### src/rar_pkg.sv
package rar_pkg;

    localparam int ADDR_W           = 48;
    localparam int TOTAL_W          = 32;
    localparam int ATT_W            = 7;
    localparam int HISTORY_DEPTH_DEF = 16;
    localparam int MAX_ATTEMPTS_DEF  = 100;

    // first byte sits in bits 47:40
    localparam int LOCAL_POS = 41;
    localparam int MCAST_POS = 40;

    // register indexes of the config port
    localparam bit REG_KEEP_UNICAST = 1'b0;
    localparam bit REG_KEEP_LOCAL   = 1'b1;

    typedef enum logic [1:0] {
        OP_INIT      = 2'd0,
        OP_ROTATE    = 2'd1,
        OP_READ_CUR  = 2'd2,
        OP_READ_ORIG = 2'd3
    } t_op;

    typedef enum logic [1:0] {
        ST_OK       = 2'd0,
        ST_NOT_INIT = 2'd1,
        ST_RETRY    = 2'd2
    } t_status;

    // set local bit, clear multicast bit
    function automatic logic [ADDR_W-1:0] form_addr(input logic [ADDR_W-1:0] rnd);
        logic [ADDR_W-1:0] a;
        a = rnd;
        a[LOCAL_POS] = 1'b1;
        a[MCAST_POS] = 1'b0;
        return a;
    endfunction

endpackage

### src/rar_in_if.sv
interface rar_in_if import rar_pkg::*; ();
    logic              valid;
    logic              ready;
    logic [1:0]        operation;
    logic [ADDR_W-1:0] given_address;
    logic [ADDR_W-1:0] random_bits;

    modport source (output valid, operation, given_address, random_bits, input ready);
    modport sink (input valid, operation, given_address, random_bits, output ready);
endinterface

### src/rar_out_if.sv
interface rar_out_if import rar_pkg::*; ();
    logic               valid;
    logic               ready;
    logic [1:0]         status;
    logic [ADDR_W-1:0]  address_out;
    logic [TOTAL_W-1:0] rotations_done;

    modport source (output valid, status, address_out, rotations_done, input ready);
    modport sink (input valid, status, address_out, rotations_done, output ready);
endinterface

### src/rar_ram.sv
module rar_ram #(
    parameter int WIDTH = 48,
    parameter int DEPTH = 16
) (
    input  logic                     i_clk,
    input  logic                     i_we,
    input  logic [$clog2(DEPTH)-1:0] i_waddr,
    input  logic [WIDTH-1:0]         i_wdata,
    input  logic [$clog2(DEPTH)-1:0] i_raddr,
    output logic [WIDTH-1:0]         o_rdata
);
    logic [WIDTH-1:0] r_mem [DEPTH];

    always_ff @(posedge i_clk) begin
        if (i_we) begin
            r_mem[i_waddr] <= i_wdata;
        end
        o_rdata <= r_mem[i_raddr];
    end
endmodule

### src/random_address_rotator_with_history.sv
// path: read and not-initialized answers go from idle to done, init passes through
// init2 first, a rotate candidate through a scan of the history fill (up to HISTORY_DEPTH)
// throughput: one transaction at a time, set by the one-entry-per-cycle history scan
// through the single read port of the history ram
// reset (synchronous, active low): not initialized, history empty, counters and
// addresses zero, both keep bits set; history ram contents are not cleared
module random_address_rotator_with_history import rar_pkg::*; #(
    parameter int HISTORY_DEPTH = HISTORY_DEPTH_DEF,
    parameter int MAX_ATTEMPTS  = MAX_ATTEMPTS_DEF
) (
    input  logic      i_clk,
    input  logic      i_rst_n,
    rar_in_if.sink    i_in,
    rar_out_if.source o_out,
    input  logic      i_cfg_we,
    input  logic      i_cfg_index,
    input  logic      i_cfg_wdata
);
    localparam int IDX_W = $clog2(HISTORY_DEPTH);
    localparam int CNT_W = $clog2(HISTORY_DEPTH + 1);

    typedef enum logic [3:0] {
        S_IDLE  = 4'b0001,
        S_INIT2 = 4'b0010,
        S_SCAN  = 4'b0100,
        S_DONE  = 4'b1000
    } t_state;

    t_state r_state, n_state;

    // architectural state
    logic [CNT_W-1:0]   r_count;
    logic [IDX_W-1:0]   r_oldest;
    logic [ADDR_W-1:0]  r_original;
    logic [ADDR_W-1:0]  r_current;
    logic               r_ready_flag;
    logic [ATT_W-1:0]   r_attempt;
    logic [TOTAL_W-1:0] r_total;
    logic               r_keep_unicast;
    logic               r_keep_local;

    // working registers for the transaction in flight
    logic [ADDR_W-1:0]  r_cand;
    logic [CNT_W-1:0]   r_left;
    logic [IDX_W-1:0]   r_rd_ptr;
    logic               r_cmp_valid;
    logic               r_hit;
    t_status            r_res_status;
    logic [ADDR_W-1:0]  r_res_addr;

    // output register
    logic               r_out_valid;
    t_status            r_out_status;
    logic [ADDR_W-1:0]  r_out_addr;
    logic [TOTAL_W-1:0] r_out_total;

    logic               in_fire;
    t_op                op;
    logic [ADDR_W-1:0]  cand;
    logic               scan_end;
    logic [ATT_W-1:0]   att_inc;
    logic               accept_cand;
    logic               out_free;

    // history record: append while filling, overwrite oldest when full
    logic               rec_do;
    logic               rec_base_zero;
    logic [ADDR_W-1:0]  rec_val;
    logic [CNT_W-1:0]   rec_cnt_in;
    logic [IDX_W-1:0]   rec_old_in;
    logic [IDX_W:0]     rec_sum;
    logic [IDX_W:0]     rec_inc;
    logic [IDX_W-1:0]   rec_slot;
    logic [CNT_W-1:0]   rec_cnt_nx;
    logic [IDX_W-1:0]   rec_old_nx;
    logic [IDX_W:0]     ptr_inc;
    logic [IDX_W-1:0]   ptr_nx;
    logic [ADDR_W-1:0]  mem_rdata;

    assign in_fire  = i_in.valid && i_in.ready;
    assign op       = t_op'(i_in.operation);
    assign i_in.ready = (r_state == S_IDLE);
    assign out_free = !r_out_valid || o_out.ready;

    // candidate, with the keep options following the original address
    always_comb begin
        cand = form_addr(i_in.random_bits);
        if (r_keep_unicast && !r_original[MCAST_POS]) begin
            cand[MCAST_POS] = 1'b0;
        end
        if (r_keep_local && r_original[LOCAL_POS]) begin
            cand[LOCAL_POS] = 1'b1;
        end
    end

    // scan is done once all reads are issued and the last compare has landed
    assign scan_end    = (r_state == S_SCAN) && (r_left == '0) && !r_cmp_valid;
    assign att_inc     = r_attempt + ATT_W'(1);
    assign accept_cand = !r_hit || (att_inc >= ATT_W'(MAX_ATTEMPTS));

    always_comb begin
        rec_do        = 1'b0;
        rec_base_zero = 1'b0;
        rec_val       = r_current;
        priority if (r_state == S_IDLE && in_fire && op == OP_INIT) begin
            rec_do        = 1'b1;
            rec_base_zero = 1'b1;
            rec_val       = i_in.given_address;
        end else if (r_state == S_IDLE && in_fire && op == OP_ROTATE && r_ready_flag
                     && r_attempt == '0) begin
            // first candidate of a rotation records the current address
            rec_do  = 1'b1;
            rec_val = r_current;
        end else if (r_state == S_INIT2) begin
            rec_do  = 1'b1;
            rec_val = r_current;
        end else if (scan_end && accept_cand) begin
            rec_do  = 1'b1;
            rec_val = r_cand;
        end else begin
            rec_do  = 1'b0;
        end
    end

    assign rec_cnt_in = rec_base_zero ? '0 : r_count;
    assign rec_old_in = rec_base_zero ? '0 : r_oldest;
    assign rec_sum    = {1'b0, rec_old_in} + (IDX_W+1)'(rec_cnt_in);
    assign rec_inc    = {1'b0, rec_old_in} + (IDX_W+1)'(1);

    always_comb begin
        if (rec_cnt_in < CNT_W'(HISTORY_DEPTH)) begin
            if (rec_sum >= (IDX_W+1)'(HISTORY_DEPTH)) begin
                rec_slot = IDX_W'(rec_sum - (IDX_W+1)'(HISTORY_DEPTH));
            end else begin
                rec_slot = rec_sum[IDX_W-1:0];
            end
            rec_cnt_nx = rec_cnt_in + CNT_W'(1);
            rec_old_nx = rec_old_in;
        end else begin
            rec_slot   = rec_old_in;
            rec_cnt_nx = rec_cnt_in;
            if (rec_inc >= (IDX_W+1)'(HISTORY_DEPTH)) begin
                rec_old_nx = IDX_W'(rec_inc - (IDX_W+1)'(HISTORY_DEPTH));
            end else begin
                rec_old_nx = rec_inc[IDX_W-1:0];
            end
        end
    end

    // scan pointer walks the ring from the oldest entry
    assign ptr_inc = {1'b0, r_rd_ptr} + (IDX_W+1)'(1);
    assign ptr_nx  = (ptr_inc >= (IDX_W+1)'(HISTORY_DEPTH))
                   ? IDX_W'(ptr_inc - (IDX_W+1)'(HISTORY_DEPTH)) : ptr_inc[IDX_W-1:0];

    // writes land before a scan starts or after its last compare,
    // so no read ever overlaps a pending write
    rar_ram #(
        .WIDTH (ADDR_W),
        .DEPTH (HISTORY_DEPTH)
    ) u_history (
        .i_clk   (i_clk),
        .i_we    (rec_do),
        .i_waddr (rec_slot),
        .i_wdata (rec_val),
        .i_raddr (r_rd_ptr),
        .o_rdata (mem_rdata)
    );

    always_comb begin
        n_state = r_state;
        unique case (r_state)
            S_IDLE: begin
                if (in_fire) begin
                    if (op == OP_INIT) begin
                        n_state = S_INIT2;
                    end else if (op == OP_ROTATE && r_ready_flag) begin
                        n_state = S_SCAN;
                    end else begin
                        n_state = S_DONE;
                    end
                end
            end
            S_INIT2: n_state = S_DONE;
            S_SCAN: begin
                if (scan_end) begin
                    n_state = S_DONE;
                end
            end
            S_DONE: begin
                if (out_free) begin
                    n_state = S_IDLE;
                end
            end
            default: n_state = S_IDLE;
        endcase
    end

    always_ff @(posedge i_clk) begin
        if (!i_rst_n) begin
            r_state        <= S_IDLE;
            r_count        <= '0;
            r_oldest       <= '0;
            r_original     <= '0;
            r_current      <= '0;
            r_ready_flag   <= 1'b0;
            r_attempt      <= '0;
            r_total        <= '0;
            r_keep_unicast <= 1'b1;
            r_keep_local   <= 1'b1;
            r_cmp_valid    <= 1'b0;
            r_out_valid    <= 1'b0;
        end else begin
            r_state <= n_state;

            if (i_cfg_we) begin
                if (i_cfg_index == REG_KEEP_UNICAST) begin
                    r_keep_unicast <= i_cfg_wdata;
                end else begin
                    r_keep_local <= i_cfg_wdata;
                end
            end

            if (rec_do) begin
                r_count  <= rec_cnt_nx;
                r_oldest <= rec_old_nx;
            end

            unique case (r_state)
                S_IDLE: begin
                    if (in_fire) begin
                        unique case (op)
                            OP_INIT: begin
                                r_original     <= i_in.given_address;
                                r_current      <= form_addr(i_in.random_bits);
                                r_ready_flag   <= 1'b1;
                                r_attempt      <= '0;
                                r_total        <= '0;
                                r_keep_unicast <= 1'b1;
                                r_keep_local   <= 1'b1;
                                r_res_status   <= ST_OK;
                                r_res_addr     <= form_addr(i_in.random_bits);
                            end
                            OP_ROTATE: begin
                                r_cand      <= cand;
                                r_hit       <= 1'b0;
                                r_cmp_valid <= 1'b0;
                                if (r_attempt == '0) begin
                                    r_left   <= rec_cnt_nx;
                                    r_rd_ptr <= rec_old_nx;
                                end else begin
                                    r_left   <= r_count;
                                    r_rd_ptr <= r_oldest;
                                end
                                r_res_status <= ST_NOT_INIT;
                                r_res_addr   <= '0;
                            end
                            OP_READ_CUR: begin
                                if (r_ready_flag) begin
                                    r_res_status <= ST_OK;
                                    r_res_addr   <= r_current;
                                end else begin
                                    r_res_status <= ST_NOT_INIT;
                                    r_res_addr   <= '0;
                                end
                            end
                            OP_READ_ORIG: begin
                                r_res_status <= ST_OK;
                                r_res_addr   <= r_original;
                            end
                            default: ;
                        endcase
                    end
                end
                S_INIT2: ;
                S_SCAN: begin
                    // issue one read a cycle, compare the entry read last cycle
                    if (r_left != '0) begin
                        r_rd_ptr    <= ptr_nx;
                        r_left      <= r_left - CNT_W'(1);
                        r_cmp_valid <= 1'b1;
                    end else begin
                        r_cmp_valid <= 1'b0;
                    end
                    if (r_cmp_valid && mem_rdata == r_cand) begin
                        r_hit <= 1'b1;
                    end
                    if (scan_end) begin
                        r_res_addr <= r_cand;
                        if (accept_cand) begin
                            r_current    <= r_cand;
                            r_total      <= r_total + TOTAL_W'(1);
                            r_attempt    <= '0;
                            r_res_status <= ST_OK;
                        end else begin
                            r_attempt    <= att_inc;
                            r_res_status <= ST_RETRY;
                        end
                    end
                end
                S_DONE: ;
                default: ;
            endcase

            // output register: load on finish, drop when taken
            if (r_state == S_DONE && out_free) begin
                r_out_valid <= 1'b1;
            end else if (o_out.ready) begin
                r_out_valid <= 1'b0;
            end
        end
    end

    // output payload needs no reset
    always_ff @(posedge i_clk) begin
        if (r_state == S_DONE && out_free) begin
            r_out_status <= r_res_status;
            r_out_addr   <= r_res_addr;
            r_out_total  <= r_total;
        end
    end

    assign o_out.valid          = r_out_valid;
    assign o_out.status         = r_out_status;
    assign o_out.address_out    = r_out_addr;
    assign o_out.rotations_done = r_out_total;

endmodule

### src/flat_wrapper.sv
// flat-port wrapper written by rule: the top's interface ports become plain ports
module random_address_rotator_with_history_flat import rar_pkg::*;
#(
    parameter int HISTORY_DEPTH = HISTORY_DEPTH_DEF,
    parameter int MAX_ATTEMPTS  = MAX_ATTEMPTS_DEF
)
  (i_clk, i_rst_n, i_cfg_we, i_cfg_index, i_cfg_wdata, i_in_valid, i_in_operation, i_in_given_address, i_in_random_bits, i_in_ready, o_out_valid, o_out_status, o_out_address_out, o_out_rotations_done, o_out_ready);
  rar_in_if i_in_i ();
  rar_out_if o_out_i ();
  input  logic i_clk;
  input  logic i_rst_n;
  input  logic i_cfg_we;
  input  logic i_cfg_index;
  input  logic i_cfg_wdata;
  input wire logic [$bits(i_in_i.valid)-1:0] i_in_valid;
  input wire logic [$bits(i_in_i.operation)-1:0] i_in_operation;
  input wire logic [$bits(i_in_i.given_address)-1:0] i_in_given_address;
  input wire logic [$bits(i_in_i.random_bits)-1:0] i_in_random_bits;
  output wire logic [$bits(i_in_i.ready)-1:0] i_in_ready;
  output wire logic [$bits(o_out_i.valid)-1:0] o_out_valid;
  output wire logic [$bits(o_out_i.status)-1:0] o_out_status;
  output wire logic [$bits(o_out_i.address_out)-1:0] o_out_address_out;
  output wire logic [$bits(o_out_i.rotations_done)-1:0] o_out_rotations_done;
  input wire logic [$bits(o_out_i.ready)-1:0] o_out_ready;
  assign i_in_i.valid = i_in_valid;
  assign i_in_i.operation = i_in_operation;
  assign i_in_i.given_address = i_in_given_address;
  assign i_in_i.random_bits = i_in_random_bits;
  assign i_in_ready = i_in_i.ready;
  assign o_out_valid = o_out_i.valid;
  assign o_out_status = o_out_i.status;
  assign o_out_address_out = o_out_i.address_out;
  assign o_out_rotations_done = o_out_i.rotations_done;
  assign o_out_i.ready = o_out_ready;
  random_address_rotator_with_history #(.HISTORY_DEPTH(HISTORY_DEPTH), .MAX_ATTEMPTS(MAX_ATTEMPTS)) u_core (.i_clk(i_clk), .i_rst_n(i_rst_n), .i_in(i_in_i), .o_out(o_out_i), .i_cfg_we(i_cfg_we), .i_cfg_index(i_cfg_index), .i_cfg_wdata(i_cfg_wdata));
endmodule
### config.mk
export PLATFORM = sky130hd
export DESIGN_NAME = random_address_rotator_with_history_flat
export DESIGN_NICKNAME = d
export VERILOG_FILES = /design/src/rar_pkg.sv /design/src/rar_in_if.sv /design/src/rar_out_if.sv /design/src/rar_ram.sv /design/src/random_address_rotator_with_history.sv /design/src/flat_wrapper.sv
export SDC_FILE = /design/constraint.sdc
export NUM_CORES = 1
export LEC_CHECK = 0
export BUFFER_PORTS_ARGS = -buffer_cell sky130_fd_sc_hd__buf_2
export CORE_UTILIZATION = 49
export DETAILED_ROUTE_END_ITERATION = 10
export PLACE_DENSITY = 0.66
export RECOVER_POWER = 100
export SLEW_MARGIN = 40
export SYNTH_ARGS = -nofsm -noshare
export SYNTH_HDL_FRONTEND = slang
export SYNTH_HIERARCHICAL = 1
export SYNTH_SLANG_ARGS = --single-unit
### constraint.sdc
create_clock -name i_clk -period 16.6 [get_ports i_clk]
set_input_delay 4.98 -clock i_clk [delete_from_list [all_inputs] [get_ports i_clk]]
set_output_delay 4.98 -clock i_clk [all_outputs]
set_load 0.05 [all_outputs]
==> metrics.csv <==
metric,value,unit
crit_path_max_fanout,31,
area.growth.synth_to_final,12.55,%
required,16.91,ns
ys_types,66,
drt-pass1-iter-count,5,
setup_tns,0,ns
cts_tree,done,
drtAntennaViolNets,0,
drt_first_iter_violations,3100,
synth_compound_area_share,7.254,%
crit_type,in -> reg,
grt_pass1_wl,171200,um
post-cts-setup-buffers,0,
viasPerCell,6.244,
clkLatencyLatePin,0.69,ns
grt_util_all_layers,24.73,%
port_buffers,183,
cp.arrival,12.70,ns
maxCapViolations,32,
yosysTopAreaCell,edfxtp_1,
fmax,80.70,MHz
multiInputGateArea,11710,sq um
synth_seq_area_share,72.37,%
synth_top_family_by_area,multiplexers,
relSlewSlack,-257.1,%
r2r_setup_slack,5.41,ns
muxShareOfSynthArea,10.94,%
ctsHoldBuffers,0,
start_util,49.77,%
seqCellArea,32670,sq um
synthAdderAreaFrac,0.4601,%
synth_edf_count,956,
pin_count,189,
avgRoutedWirePerCell,27.22,um
yosys_register_bits,1154,
synth_top_cells_by_count,"956 x edfxtp_1, 319 x nand2_1, 198 x dfxtp_1, 192 x mux4_2, 144 x a22oi_1",
avgSynthCellArea,16.27,sq um
grt_pass1_vias,26610,
sw_frac_of_total,21.86,%
final_cells,4253,
synth_simple_gate_area_share,6.015,%
gp_congestion,0.8384,
power_density,118.6,nW/um^2
synth_xor_area_share,1.067,%
fp.dieW,305.5,um
numCtsBuffers,114,
antenna_found_initial,2,
power,6.024,mW
synth_most_common_cell,edfxtp_1,
hold_class,reg -> reg,
post-route-drc-count,0,
clkPwrFrac,41.1,%
cts_resized,0,
cts_root_buf,clkbuf_16,
crit_path_end_kind,register,
postSynthNetCount,2896,
async_flop_share,0,%
report.final.slew_viol_count,993,
grt-ovfl-total,0,
power.leakage,16.39,nW
fillers,7019,
finalSetupViolCount,0,
fin_crit_sh,74.65,%
synth_top_flop_cell,edfxtp_1,
peakVddDrop,0.00008571,V
hold_viol,0,
ys_warn_count,6,
min_period,12.39,ns
synth_area,45140,sq um
synth_area_leaders,"edfxtp_1 64%, mux4_2 9.6%, dfxtp_1 8.8%",
internal_power,4.707,mW
outcome,finished with violations,
violations,"capacitance limit, slew limit",
switching_power,1.317,mW
fp.dieArea,93350,sq um
grt_max_degree,87,
cts.sinks,1154,
pwr-share-comb,5.0,%
cts_buffer_depth,3,
path_clk_slew,0.06,ns
rows,110,
htreeDepth,3,
dpl.cell_count,4035,
hpwl,66400,um
vias,26560,
core_area,90700,sq um
finalWirelength,115700,um
drive_above_1_share,15.05,%
die_h,305.5,um
skew,0.02157,ns
final_nets,3096,
critPathLaunchType,input pin,
tightest_slew,5.357,ns
rsz0062_at_grt,false,
pwr-share-seq,53.9,%
synth_top_area_share,63.59,%
synth_cells,2775,
final timing paths:
path | start | end | cells after the start
setup / recovery | i_in_operation[1] | u_core/u_history/r_mem[15][35]$_DFFE_PP_ | 16
hold / removal | u_core/r_res_addr[7]$_DFFE_PP_ | u_core/o_out.address_out[7]$_DFFE_PP_ | 0
setup reg to reg | u_core/r_rd_ptr[0]$_DFFE_PP_ | u_core/u_history/o_rdata[24]$_DFF_P_ | 6
hold reg to reg | u_core/r_res_addr[7]$_DFFE_PP_ | u_core/o_out.address_out[7]$_DFFE_PP_ | 0
critical path, cell delays in order:
cell	delay [ns]
buf_2	0.12
inv_1	0.08
ha_1	0.96
nand3_1	1.43
and2_0	0.68
ha_1	0.34
a21o_1	0.17
a21oi_1	0.30
a21oi_1	0.12
o22ai_1	0.14
nand2_1	0.10
o211ai_1	0.16
nand3_1	0.30
nor2_1	1.20
clkbuf_1	0.94
buf_4	0.60
kinds of logic (layout without fill, tap and decap cells):
family,count (synthesis),in the layout
multiplexers,253,253
AO/OA/AOI/OAI,495,495
AND/OR/NAND/NOR,605,605
adder cells (fa/ha/maj),16,16
flip-flops,1154,1154
buffers and inverters,197,498
other,0,1
XOR/XNOR,55,55
final cells by class:
cell class,instances,area share (%)
inverters,14,0.1084
well taps,1176,2.896
diodes,1,0.004925
clock inverters,55,0.8767
flip-flops and latches,1154,64.30
multi-input cells,1424,23.06
clock buffers,162,6.211
repair buffers,267,2.544
flip-flops by register name, indices dropped and copies added, names as in the netlist, 2 cells and up:
name,flops
u_core/r_rd_ptr,4
u_core/u_history/o_rdata,48
u_core/o_out.address_out,48
u_core/r_cand,46
u_core/o_out.status,2
u_core/r_original,48
u_core/r_res_addr,48
u_core/r_count,5
u_core/u_history/r_mem,768
u_core/r_res_status,2
u_core/r_total,32
u_core/r_state,4
u_core/r_attempt,7
u_core/o_out.rotations_done,32
u_core/r_oldest,4
u_core/r_left,5
u_core/r_current,47
power groups by stage:
stage,logic (mW),clock network (mW),registers [mW]
floorplan,0.151,0,3.33
global placement,0.295,0,3.30
detailed placement,0.314,0,3.30
CTS,0.315,2.52,3.24
global route,0.321,2.62,3.25
finish,0.299,2.48,3.25
cell usage in the layout, fill, tap and decap left out, types with 31 or more instances in the layout:
master and count:
nor3_1 57, clkbuf_1 220, clkbuf_16 116, a22oi_1 144, dfxtp_1 198, buf_2 51
nand2_1 318, edfxtp_1 956, mux4_2 192, mux2i_1 59, o21ai_0 109, nor2_1 84
a21oi_1 117, xnor2_1 31, a311oi_1 47
layer usage:
metal / vias to the layer above / global-route usage [%] / wire length [um]
met1: 13620 / 34.69 / 47290
met3: 195 / 4.097 / 9747
met5: - / 0 / 0
met2: 1342 / 40.26 / 55890
met4: 0 / 6.650 / 2820
li1: 11400 / - / -
per-stage QoR:
step | util [%] | worst slack (ns) | cell area, sq um | hold WS, ns
after floorplan | - | 4.846 | 45140 | 0.4003
after global placement | 52.42 | 6.279 | 47540 | 0.4009
after detailed placement | 52.71 | 6.563 | 47810 | 0.4045
after CTS | 56.69 | 7.299 | 51410 | 0.4186
after global routing | 56.01 | 3.687 | 50810 | 0.4262
final | 56.02 | 4.208 | 50810 | 0.4185
Power figures use the tool's default switching activity.
